<file path="src/rtl/core/bks_pkg.sv">
// Package of types, constants and arithmetic helpers for the body kinematics block.
package bks_pkg;

  typedef enum logic [2:0] {
    ACT_SET_POS  = 3'd0,
    ACT_SET_VEL  = 3'd1,
    ACT_SET_ACC  = 3'd2,
    ACT_VEL_STEP = 3'd3,
    ACT_ACC_STEP = 3'd4,
    ACT_BACKWARD = 3'd5
  } action_e;

  typedef enum logic [3:0] {
    ST_IDLE,
    ST_DISPATCH,
    ST_SQX,
    ST_SQY,
    ST_SQM,
    ST_CMP,
    ST_SQRT_LOAD,
    ST_SQRT,
    ST_SCALE,
    ST_DIV_LOAD_LIM,
    ST_DIV,
    ST_LIM_WB,
    ST_STORE,
    ST_DIV_LOAD_BACK,
    ST_BACK_WB,
    ST_FINISH
  } state_e;

  typedef enum logic [3:0] {
    OP_NONE,
    OP_LOAD,
    OP_DISPATCH,
    OP_SQX,
    OP_SQY,
    OP_SQM,
    OP_CMP,
    OP_SQRT_LOAD,
    OP_SQRT_STEP,
    OP_SCALE,
    OP_DIV_LOAD_LIM,
    OP_DIV_STEP,
    OP_LIM_WB,
    OP_STORE,
    OP_DIV_LOAD_BACK,
    OP_BACK_WB
  } op_e;

  typedef enum logic {
    REG_MAX_SPEED = 1'b0,
    REG_MAX_ACCEL = 1'b1
  } reg_e;

  localparam int unsigned CNT_W          = 6;
  localparam int unsigned SQRT_STEPS     = 32;
  localparam int unsigned DIV_LIM_STEPS  = 31;
  localparam int unsigned DIV_BACK_STEPS = 49;
  localparam logic [30:0] LIMIT_RESET    = 31'h7FFF_FFFF;

  typedef struct packed {
    op_e  op;
    logic sel_y;
    logic out_load;
  } dp_cmd_t;

  typedef struct packed {
    logic [2:0] action;
    logic       bad;
    logic       clamp_need;
  } dp_stat_t;

  // Magnitude of a signed word; the most negative value maps to 2^31.
  function automatic logic [31:0] abs32(logic signed [31:0] v);
    return v[31] ? 32'(-v) : 32'(v);
  endfunction

  // Clip a 33-bit sum to the signed 32-bit range; the top bit flags a clip.
  function automatic logic [32:0] sat32(logic signed [32:0] v);
    if (v[32] != v[31]) begin
      return {1'b1, (v[32] ? 32'h8000_0000 : 32'h7FFF_FFFF)};
    end
    return {1'b0, v[31:0]};
  endfunction

  // floor(c * dt / 2^16) with dt in unsigned Q0.16.
  function automatic logic signed [31:0] scale_dt(logic signed [31:0] c, logic [15:0] dt);
    logic signed [48:0] p;
    p = $signed({{17{c[31]}}, c}) * $signed({33'b0, dt});
    return p[47:16];
  endfunction

endpackage

</file>
<file path="src/rtl/core/bks_ctrl.sv">
// Sequencer that steps the kinematics datapath through each request.
module bks_ctrl (
  input  logic              clk_i,
  input  logic              rst_ni,
  input  logic              in_valid_i,
  output logic              in_ready_o,
  input  logic              out_ready_i,
  output logic              out_valid_o,
  input  bks_pkg::dp_stat_t stat_i,
  output bks_pkg::dp_cmd_t  cmd_o
);
  import bks_pkg::*;

  state_e           state_q, state_d;
  logic             sel_q, sel_d;
  logic [CNT_W-1:0] cnt_q, cnt_d;
  logic             out_valid_q, out_valid_d;
  logic [CNT_W-1:0] div_last;
  logic             is_limit_act;

  assign div_last = (stat_i.action == ACT_BACKWARD) ? CNT_W'(DIV_BACK_STEPS - 1)
                                                    : CNT_W'(DIV_LIM_STEPS - 1);
  assign is_limit_act = (stat_i.action == ACT_SET_VEL) || (stat_i.action == ACT_SET_ACC) ||
                        (stat_i.action == ACT_ACC_STEP);

  always_ff @(posedge clk_i or negedge rst_ni) begin
    if (!rst_ni) begin
      state_q     <= ST_IDLE;
      sel_q       <= 1'b0;
      cnt_q       <= '0;
      out_valid_q <= 1'b0;
    end else begin
      state_q     <= state_d;
      sel_q       <= sel_d;
      cnt_q       <= cnt_d;
      out_valid_q <= out_valid_d;
    end
  end

  always_comb begin
    state_d        = state_q;
    sel_d          = sel_q;
    cnt_d          = cnt_q;
    out_valid_d    = out_valid_q && !out_ready_i;
    in_ready_o     = 1'b0;
    cmd_o.op       = OP_NONE;
    cmd_o.sel_y    = sel_q;
    cmd_o.out_load = 1'b0;
    unique case (state_q)
      ST_IDLE: begin
        in_ready_o = 1'b1;
        if (in_valid_i) begin
          cmd_o.op = OP_LOAD;
          state_d  = ST_DISPATCH;
        end
      end
      ST_DISPATCH: begin
        cmd_o.op = OP_DISPATCH;
        sel_d    = 1'b0;
        priority if (stat_i.bad) begin
          state_d = ST_FINISH;
        end else if (is_limit_act) begin
          state_d = ST_SQX;
        end else if (stat_i.action == ACT_BACKWARD) begin
          state_d = ST_DIV_LOAD_BACK;
        end else begin
          state_d = ST_FINISH;
        end
      end
      ST_SQX: begin
        cmd_o.op = OP_SQX;
        state_d  = ST_SQY;
      end
      ST_SQY: begin
        cmd_o.op = OP_SQY;
        state_d  = ST_SQM;
      end
      ST_SQM: begin
        cmd_o.op = OP_SQM;
        state_d  = ST_CMP;
      end
      ST_CMP: begin
        cmd_o.op = OP_CMP;
        state_d  = stat_i.clamp_need ? ST_SQRT_LOAD : ST_STORE;
      end
      ST_SQRT_LOAD: begin
        cmd_o.op = OP_SQRT_LOAD;
        cnt_d    = '0;
        state_d  = ST_SQRT;
      end
      ST_SQRT: begin
        cmd_o.op = OP_SQRT_STEP;
        cnt_d    = cnt_q + 1'b1;
        if (cnt_q == CNT_W'(SQRT_STEPS - 1)) begin
          sel_d   = 1'b0;
          state_d = ST_SCALE;
        end
      end
      ST_SCALE: begin
        cmd_o.op = OP_SCALE;
        state_d  = ST_DIV_LOAD_LIM;
      end
      ST_DIV_LOAD_LIM: begin
        cmd_o.op = OP_DIV_LOAD_LIM;
        cnt_d    = '0;
        state_d  = ST_DIV;
      end
      ST_DIV: begin
        cmd_o.op = OP_DIV_STEP;
        cnt_d    = cnt_q + 1'b1;
        if (cnt_q == div_last) begin
          state_d = (stat_i.action == ACT_BACKWARD) ? ST_BACK_WB : ST_LIM_WB;
        end
      end
      ST_LIM_WB: begin
        cmd_o.op = OP_LIM_WB;
        if (!sel_q) begin
          sel_d   = 1'b1;
          state_d = ST_SCALE;
        end else begin
          state_d = ST_STORE;
        end
      end
      ST_STORE: begin
        cmd_o.op = OP_STORE;
        state_d  = ST_FINISH;
      end
      ST_DIV_LOAD_BACK: begin
        cmd_o.op = OP_DIV_LOAD_BACK;
        cnt_d    = '0;
        state_d  = ST_DIV;
      end
      ST_BACK_WB: begin
        cmd_o.op = OP_BACK_WB;
        if (!sel_q) begin
          sel_d   = 1'b1;
          state_d = ST_DIV_LOAD_BACK;
        end else begin
          state_d = ST_FINISH;
        end
      end
      ST_FINISH: begin
        if (!out_valid_q || out_ready_i) begin
          cmd_o.out_load = 1'b1;
          out_valid_d    = 1'b1;
          state_d        = ST_IDLE;
        end
      end
      default: state_d = ST_IDLE;
    endcase
  end

  assign out_valid_o = out_valid_q;

endmodule

</file>
<file path="config.mk">
export PLATFORM = sky130hd
export DESIGN_NAME = bks_ctrl
export DESIGN_NICKNAME = d
export VERILOG_FILES = /design/src/rtl/core/bks_pkg.sv /design/src/rtl/core/bks_ctrl.sv
export SDC_FILE = /design/constraint.sdc
export NUM_CORES = 1
export LEC_CHECK = 0
export ABC_CLOCK_PERIOD_IN_PS = 1910
export BUFFER_PORTS_ARGS = -buffer_cell sky130_fd_sc_hd__buf_2
export CORE_MARGIN = 2
export CORE_UTILIZATION = 32
export CTS_CLUSTER_DIAMETER = 100
export DETAILED_ROUTE_END_ITERATION = 10
export SLEW_MARGIN = 15
export SYNTH_ARGS = -nofsm -noshare
export SYNTH_HDL_FRONTEND = slang
export SYNTH_SLANG_ARGS = --single-unit
</file>
<file path="constraint.sdc">
create_clock -name clk_i -period 1.91 [get_ports clk_i]
set_clock_uncertainty 0.15 [all_clocks]
set_input_delay 0.0955 -clock clk_i [delete_from_list [all_inputs] [get_ports clk_i]]
set_output_delay 0.0955 -clock clk_i [all_outputs]
set_load 0.01 [all_outputs]
</file>
== Word-level counts from Yosys, hierarchy flattened ==
Index checks and enable logic that the tools add are counted.
Storage, ports and cells
  flip-flop bits (word level): 12
  output and inout bits: 8
  word-level logic and storage cells: 68
Cells by class
  $add $sub $neg: 1
  equality and inequality tests: 25
  multiplexer cells: 23
  reductions and logical operators: 15
Operators by type and width (number)
  case mux 4 bit (15 select lines): 2
  == test 4 bit (second input constant): 8
  two-way mux 4 bit: 7
  == test 4 x 3 -> 1 bit (second input constant): 4
  case mux 6 bit (2 select lines): 1
  == test 4 x 2 -> 1 bit (second input constant): 2
  inequality test 2 bit (second input constant): 4
  two-way mux 1 bit: 7
  adder 6 x 1 -> 6 bit (second input constant): 1
  == test 3 bit (second input constant): 2
  == test 6 x 5 -> 1 bit (second input constant): 1
  == test 6 bit: 1
  two-way mux 3 bit: 2
  two-way mux 6 bit: 1
  OR reduction 2 bit: 3
  == test 4 x 1 -> 1 bit (second input constant): 1
  zero test 4 bit: 1
  two-way mux 2 bit: 2
  AND reduction 4 bit: 1
  == test 3 x 1 -> 1 bit (second input constant): 1
  == test 3 x 2 -> 1 bit (second input constant): 1
  logical OR 1 bit: 3
  case mux 1 bit (3 select lines): 1
  nonzero test 3 bit: 1
  5 further kinds: 6

== Longest topological paths before layout ==
Gate-level depths: netlist of the first run.
  depth in word-level cells: 6
  gate-level depth with buffers: 6
  gate-level depth less buffers: 6

== Worst setup path after synthesis of the first run ==
No wires, ideal clock.
  path type: flip-flop to flip-flop
  start: reg state_q[2]
  end: reg state_q[2]
  arrival time: 1.455 ns
  path slack: 0.178 ns
  stages on the path, launching flop included: 6
  path buffers: 1
  clock period less this slack: 1.732 ns
  cell sequence: dfrtp_1 > buf_6 > or2_2 > nor3_1 > a311oi_1 > or2_2
Between the ends
  longest elaborated chain between the ends: 3
RTL lines
  start: declaration: line bks_ctrl.sv:14  | state_e state_q, state_d;
  start signal: assignment: line bks_ctrl.sv:33  | state_q <= state_d;
  == test 4 bit (tied with other cells): line bks_ctrl.sv:49  | unique case (state_q)
  OR reduction 2 bit (no source line) or inequality test 2 bit (tied branches)
  case mux 4 bit (15 select lines) or AND reduction 4 bit (tied branches)
Parallel ways exist; a longest one is shown, timed or not.
A chain may end at the register's enable or synchronous reset.

==> results.md, run 1 <==
* DR iter-0 viols at 29
* Grt total ovfl at 0
* Row Count at 19
* Min Clock Period, post-route at ~1900 ps
* Most frequent cells in the layout: 16 x buf_2, 11 x nand2_1, 11 x buf_4
* Post-synth EDFFs at 0
* Clock Root Buffer: clkbuf_4
* Detailed Route WL at ~2300 um
* Worst vdd ir at roughly 220 uV
* Cell Area, Placed at ~0.0011 mm^2
* P&R area growth vs syn at 24.5%
* Post-route insts no fill at roughly 180
* Post-synthesis cell area at approximately 960 um^2
* Largest net degree at the start of global routing at 13
* Area of the core at 0.00281 mm^2
* CP arrival at approximately 1600 ps
* Clk pin slew, worst setup/hold paths at ~100 ps
* Total CTS buffers at 3
* Drt drc at 0
* Syn Area/Cell at slightly above 8 um^2
* HP Class: in -> async
* Synth Warn # at 0
* First-pass GRT wire length at 4060 um
* Clk sinks at 12
* Top Ports at 17
* GPL Wtd Cong at approximately 0.86
* Unique masters post-synth at 43
* Layout cells sized above 1 at 29.9%
* Post-DRT Antenna Nets at 0
* Area taken by multi-input logic gates at a little over 600 um^2
* Final hold violations at 0
* Maximum clock frequency at about 540 MHz
* Initial Utilization at between 30% and 40%
* DRT Pass-1 Iters at 4
* Final Cell Area at roughly 0.0012 mm^2
* Fraction of registers with async set/reset at 100%
* Placed cell count at between 150 and 200
* Crit Path Class: reg -> out
* IO buf count at 16
* Status: complete, no violations
* Sequential-to-total area share from yosys stat at between 30% and 40%
* CP Launch Type: flip-flop
* Vias after detailed routing at around 940
* Die area at between 0.003 and 0.004 mm^2
* Max clock buf depth at 2
* Actual slew at the worst max-slew pin at between 300 and 400 ps
* Power, Total at approximately 500 uW
* GRT Util Overall at 15.2%
* Layout Nets at around 160
* Leakage at around 0.52 nW
* Syn nets at ~130
* Clock Latency Late Sink at about 290 ps
* Htree depth at 1
* Vias/cell at approximately 5.4
* Routed WL per cell at between 10 and 15 um
* Crit. End Element: output pin
* Top FF cell, synth: dfrtp_1
* Period utilisation layout at a little over nine tenths
* Rel. slew slack at ~80%
* Inserted Diodes at 0
* FF+latch count, synth at 12
* Detailed Place HPWL at 1810 um
* Register Area at 304 um^2
* Critical Path RT at 1660 ps
* Max-Cap Viols at 0
* Final Setup Violations at 0
* CTS tree: built
* Final slew viol count at 0
* PD cells at 423 mW/mm^2
* Crit path max fanout at 5
* Commonest non-fill, non-tap cell in the layout: buf_2
* Antenna violations before repair at 0
* Die H at between 50 and 60 um
* Die Wd at 58.8 um
* Fillers at ~300
* RSZ-0062 raised after global routing: false
* Vias in the first global route at 886
* Cells after Synth at around 120
-- layout make-up --
cell class / count / area share (%)
multi-input combinational: 91 / 50.5
inverter: 8 / 2.51
clock buffer: 4 / 3.03
timing repair buffer: 29 / 15.3
sequential: 12 / 25.4
tap: 31 / 3.24
-- sequential cells by signal, indices dropped and copies added, names as in the netlist --
signal	flops
cnt_q	6
state_q	4
out_valid_o	1
sel_q	1
-- layer usage --
| layer | track usage [%] | routed length [um] | vias to the layer above |
|---|---|---|---|
| met4 | 5.84 | 40 | 0 |
| met2 | 24.6 | 1130 | 23 |
| met1 | 20.8 | 1090 | 444 |
| met3 | 1.54 | 79 | 4 |
| met5 | 0 | 0 | - |
| li1 | - | - | 468 |
-- power by group --
group	leakage, nW	internal, mW	switching, mW	total, mW
Combinational	0.360	0.0133	0.0158	0.0292
Clock	0.0210	0.116	0.106	0.222
Sequential	0.140	0.254	0.0000000000000000421	0.254
-- through the flow --
stage | worst slack, ps | hold slack [ps] | utilization (%) | setup TNS (ps)
final | 59.2 | 54.7 | 42.6 | 0
after detailed placement | -76.3 | -145 | 39.0 | -76.3
after global routing | 9.43 | 93.8 | 42.6 | 0
after global placement | -59.1 | -152 | 39.0 | -59.1
after floorplan | 178 | -350 | - | 0
after CTS | 8.74 | 65.8 | 42.2 | 0
-- kinds of logic after synthesis --
family | Yosys count | synth area share (%)
simple gates | 51 | 28.8
buf+inv | 16 | 7.81
compound gates | 28 | 19.9
mux | 3 | 3.65
flops | 12 | 31.3
xor+xnor | 8 | 7.29
fa+ha+maj | 1 | 1.30
-- worst paths after layout --
kind                       slack [ps]  cells after the start          end         from
max reg2reg                        80                      6   state_q[0]   state_q[3]
min                                50                      2   state_q[2]       rst_ni
max in group asynchronous        1320                      2   state_q[1]       rst_ni
max                                60                      4     cmd_o[2]   state_q[2]
min reg2reg                       420                      2  out_valid_o  out_valid_o
min in group clk_i                 60                      3   state_q[0]    stat_i[3]
-- Yosys cell counts, drive strengths merged (2+ instances only) --
master / instances / area (um^2)
xnor2: 3 / 26.3
o21ai: 6 / 30.0
nand3: 5 / 25.0
dfrtp: 12 / 300
and3: 2 / 12.5
or2: 2 / 12.5
a21oi: 8 / 40.0
a211oi: 2 / 27.5
nor2b: 2 / 12.5
inv: 8 / 30.0
nor3: 3 / 15.0
nand2b: 3 / 18.8
nand4: 2 / 12.5
nor4b: 2 / 17.5
buf: 7 / 41.3
and2: 3 / 18.8
a31oi: 2 / 12.5
mux2i: 2 / 20.0
nor2: 11 / 41.3
nand2: 11 / 41.3
xor2: 5 / 43.8
-- worst max-delay path, stage by stage (launching register included) --
cell and delay [ps]:
dfrtp_2 420, or2_4 270, or3_1 320, and2_1 160, buf_2 130
-- timing repair --
| action | CTS | global route |
|---|---|---|
| buffers inserted | 2 | 1 |
| endpoints found under the hold margin | 13 | 0 |
| setup endpoints to repair | 2 | 5 |
| hold buffers | 2 | 0 |
| pin swaps | 0 | 1 |
| resized for setup | 6 | 3 |
No activity file was read; power rests on OpenSTA's default activity.
==> inputs of run 2 (changes only) <==
ABC_CLOCK_PERIOD_IN_PS = 1620   (was 1910)
clock period = 1.62 ns   (was 1.91 ns; I/O delays follow)
==> run 2 against run 1 <==
Net effect:
- the run now ends with negative setup slack left
- critical path depth did not move
- wire length increased by 35%
- sequential cell count unchanged
- sequential share of layout area fell by 7.4 points
- worst setup slack lost 260 ps
- register-to-register slack got worse by 220 ps
- utilization is 17 points higher
- via count up 18%
- combinational power is 27% higher
- worst hold slack got worse by 24 ps
- final cell count up 19%
- die area is the same
- critical path type unchanged
- critical endpoint unchanged
- largest cell class unchanged
==> results.md, run 2 (synthesized netlist as in run 1, its figures left out) <==
* Area of the core at 0.00281 mm^2 (unchanged)
* Reg2reg end: cnt_q[5]
* Clock Latency Late Sink at 280 ps (about the same)
* Clk pin slew, worst setup/hold paths at 80 ps (-20 ps)
* Largest net degree at the start of global routing at 13 (unchanged)
* Layout Nets at 188 (+21%)
* Critical path's slowest cell: dfrtp_1
* PnR worst setup slack at -203 ps (-262 ps)
* Worst reg2reg path depth at 6 (unchanged)
* Leakage at 0.762 nW (+46%)
* Max clock buf depth at 2 (unchanged)
* Failing checks: negative setup slack
* Largest regs: cnt_q: 6 flops, state_q: 4 flops
* Htree depth at 1 (unchanged)
* PD cells at 348 mW/mm^2 (-18%)
* P&R area growth vs syn at 74.9%
* Most frequent cells in the layout: 31 x buf_4, 15 x buf_6, 14 x buf_2
* Drt drc at 0 (unchanged)
* Hold path start: out_ready_i
* R2R Path Start: state_q[2]
* Final slew viol count at 0 (unchanged)
* Post-route insts no fill at 208 (+19%)
* Worst hold path stage count at 3
* Rel. slew slack at 80.5% (+1.6 points)
* Clock network power share at 42.6% (-1.4 points)
* Actual slew at the worst max-slew pin at 292 ps (-23.3 ps)
* Worst path cell trace: or2_4 > or3_4 > and2_4 > buf_6
* Die Wd at 58.8 um (unchanged)
* CP Launch Type: flip-flop
* Net Switching at 133 uW (+9.2%)
* Final Setup Violations at 15 (+15)
* Crit path max fanout at 2 (-3)
* First-pass GRT wire length at 5240 um (+29%)
* Crit Path Class: reg -> out
* Logic pwr share at 6.3% (+0.5 points)
* GPL Wtd Cong at 0.903 (+5.4%)
* CP max stage delay at 410 ps (about the same)
* Worst vdd ir at 246 uV (+14%)
* Initial Utilization at 34.3% (unchanged)
* Detailed Route WL at 3170 um (+35%)
* Period utilisation layout at 113%
* Maximum clock frequency at about 550 MHz
* Vias after detailed routing at 1,111 (+18%)
* CP arrival at 1590 ps (-20 ps)
* Final hold violations at 0 (unchanged)
* Antenna violations before repair at 0 (unchanged)
* Row Count at 19 (unchanged)
* RSZ-0062 raised after global routing: true
* Crit path from: state_q[2]
* IO buf count at 16 (unchanged)
* CTS tree: built
* Seq pwr share at 51.1% (+0.9 points)
* Power, Total at 585 uW (+16%)
* Switching share of power at 22.8% (-1.4 points)
* Detailed Place HPWL at 2050 um (+13%)
* Post-DRT Antenna Nets at 0 (unchanged)
* DR iter-0 viols at 40 (+38%)
* Status: complete, but fails checks
* Placed cell count at 190 (+14%)
* Die H at 58.8 um (unchanged)
* Top reg by flops: cnt_q
* Internal power at 452 uW (+18%)
* GRT Util Overall at 19.6% (+4.4 points)
* Critical Path RT at 1390 ps (-270 ps)
* HP Class: in -> reg
* Clk sinks at 12 (unchanged)
* Hold worst-path end: out_valid_o
* Register-to-Register Setup Slack at -140 ps (-220 ps)
* Commonest non-fill, non-tap cell in the layout: buf_4
* Die area at 0.00346 mm^2 (unchanged)
* Min Clock Period, post-route at between 1500 and 2000 ps
* Crit. End Element: output pin
* Layout cells sized above 1 at 55.9% (+26 points)
* Clock Root Buffer: clkbuf_4
* Inserted Diodes at 0 (unchanged)
* DRT Pass-1 Iters at 4 (unchanged)
* Total CTS buffers at 3 (unchanged)
* Max-Cap Viols at 0 (unchanged)
* Vias in the first global route at 1,092 (+23%)
* Max reg flops at 6 (unchanged)
* Top Ports at 17 (unchanged)
* Grt total ovfl at 0 (unchanged)
* Vias/cell at 5.34 (-0.45%)
* Routed WL per cell at 15.2 um (+14%)
[run 2: cell count changes in the layout (fill, tap and decap cells not counted), moves of 3 or more]
cell / delta
buf_4: +20
buf_6: +15
a21oi_1: -3
a21oi_2: +3
nor3_1: -3
[run 2: how the worst max path moves through the flow]
stage                 endpoint  depth (start not counted)
floorplan             cnt_q[4]                          6
global placement    state_q[0]                          6
detailed placement  state_q[0]                          6
CTS                   cnt_q[5]                          6
global route          cnt_q[5]                          6
finish                cmd_o[2]                          4
[run 2: stage by stage]
stage	utilization [%]	hold WS (ps)	instance area (um^2)	TNS [ps]	setup WS (ps)
final	59.9	30.4	1680	-1540	-203
after detailed placement	46.2	-169	1300	-721	-136
after global placement	46.2	-172	1300	-622	-98.1
after floorplan	-	-365	982	-84.0	-61.1
after global routing	59.9	41.9	1680	-2730	-261
after CTS	56.9	26.8	1600	-1600	-198
[run 2: final cells by class]
cell class / instances / area, um^2
Timing Repair Buffer: 62 / 497
Multi-Input combinational cell: 91 / 776
Tap cell: 31 / 38.8
Sequential cell: 12 / 303
Clock buffer: 4 / 36.3
Fill cell: 242 / 1120
Inverter: 8 / 30.0
[run 2: what timing repair did]
action | CTS | global route
buffers inserted | 10 | 5
hold buffers | 1 | 0
cloned | 0 | 0
setup endpoints to repair | 14 | 17
endpoints found under the hold margin | 12 | 0
gates resized for setup | 42 | 15
pin swaps | 20 | 15
[run 2: power by group through the flow]
| stage | clock network (mW) | registers (mW) | logic (mW) |
|---|---|---|---|
| final | 0.249 | 0.299 | 0.0370 |
| after global routing | 0.267 | 0.299 | 0.0418 |
| after global placement | 0 | 0.305 | 0.0311 |
| after CTS | 0.260 | 0.299 | 0.0361 |
| after detailed placement | 0 | 0.305 | 0.0324 |
| after floorplan | 0 | 0.305 | 0.00989 |
[run 2: layer usage]
layer	track usage [%]	wire length, um
met4	5.19	94
met3	1.98	121
met5	0	0
met1	25.7	1370
met2	34.3	1580
[run 2: critical path: cells and delay by family (launching register included)]
| kind | cells | cell delay [ps] |
|---|---|---|
| flops | 1 | 410 |
| simple gates | 3 | 800 |
| buf+inv | 1 | 110 |
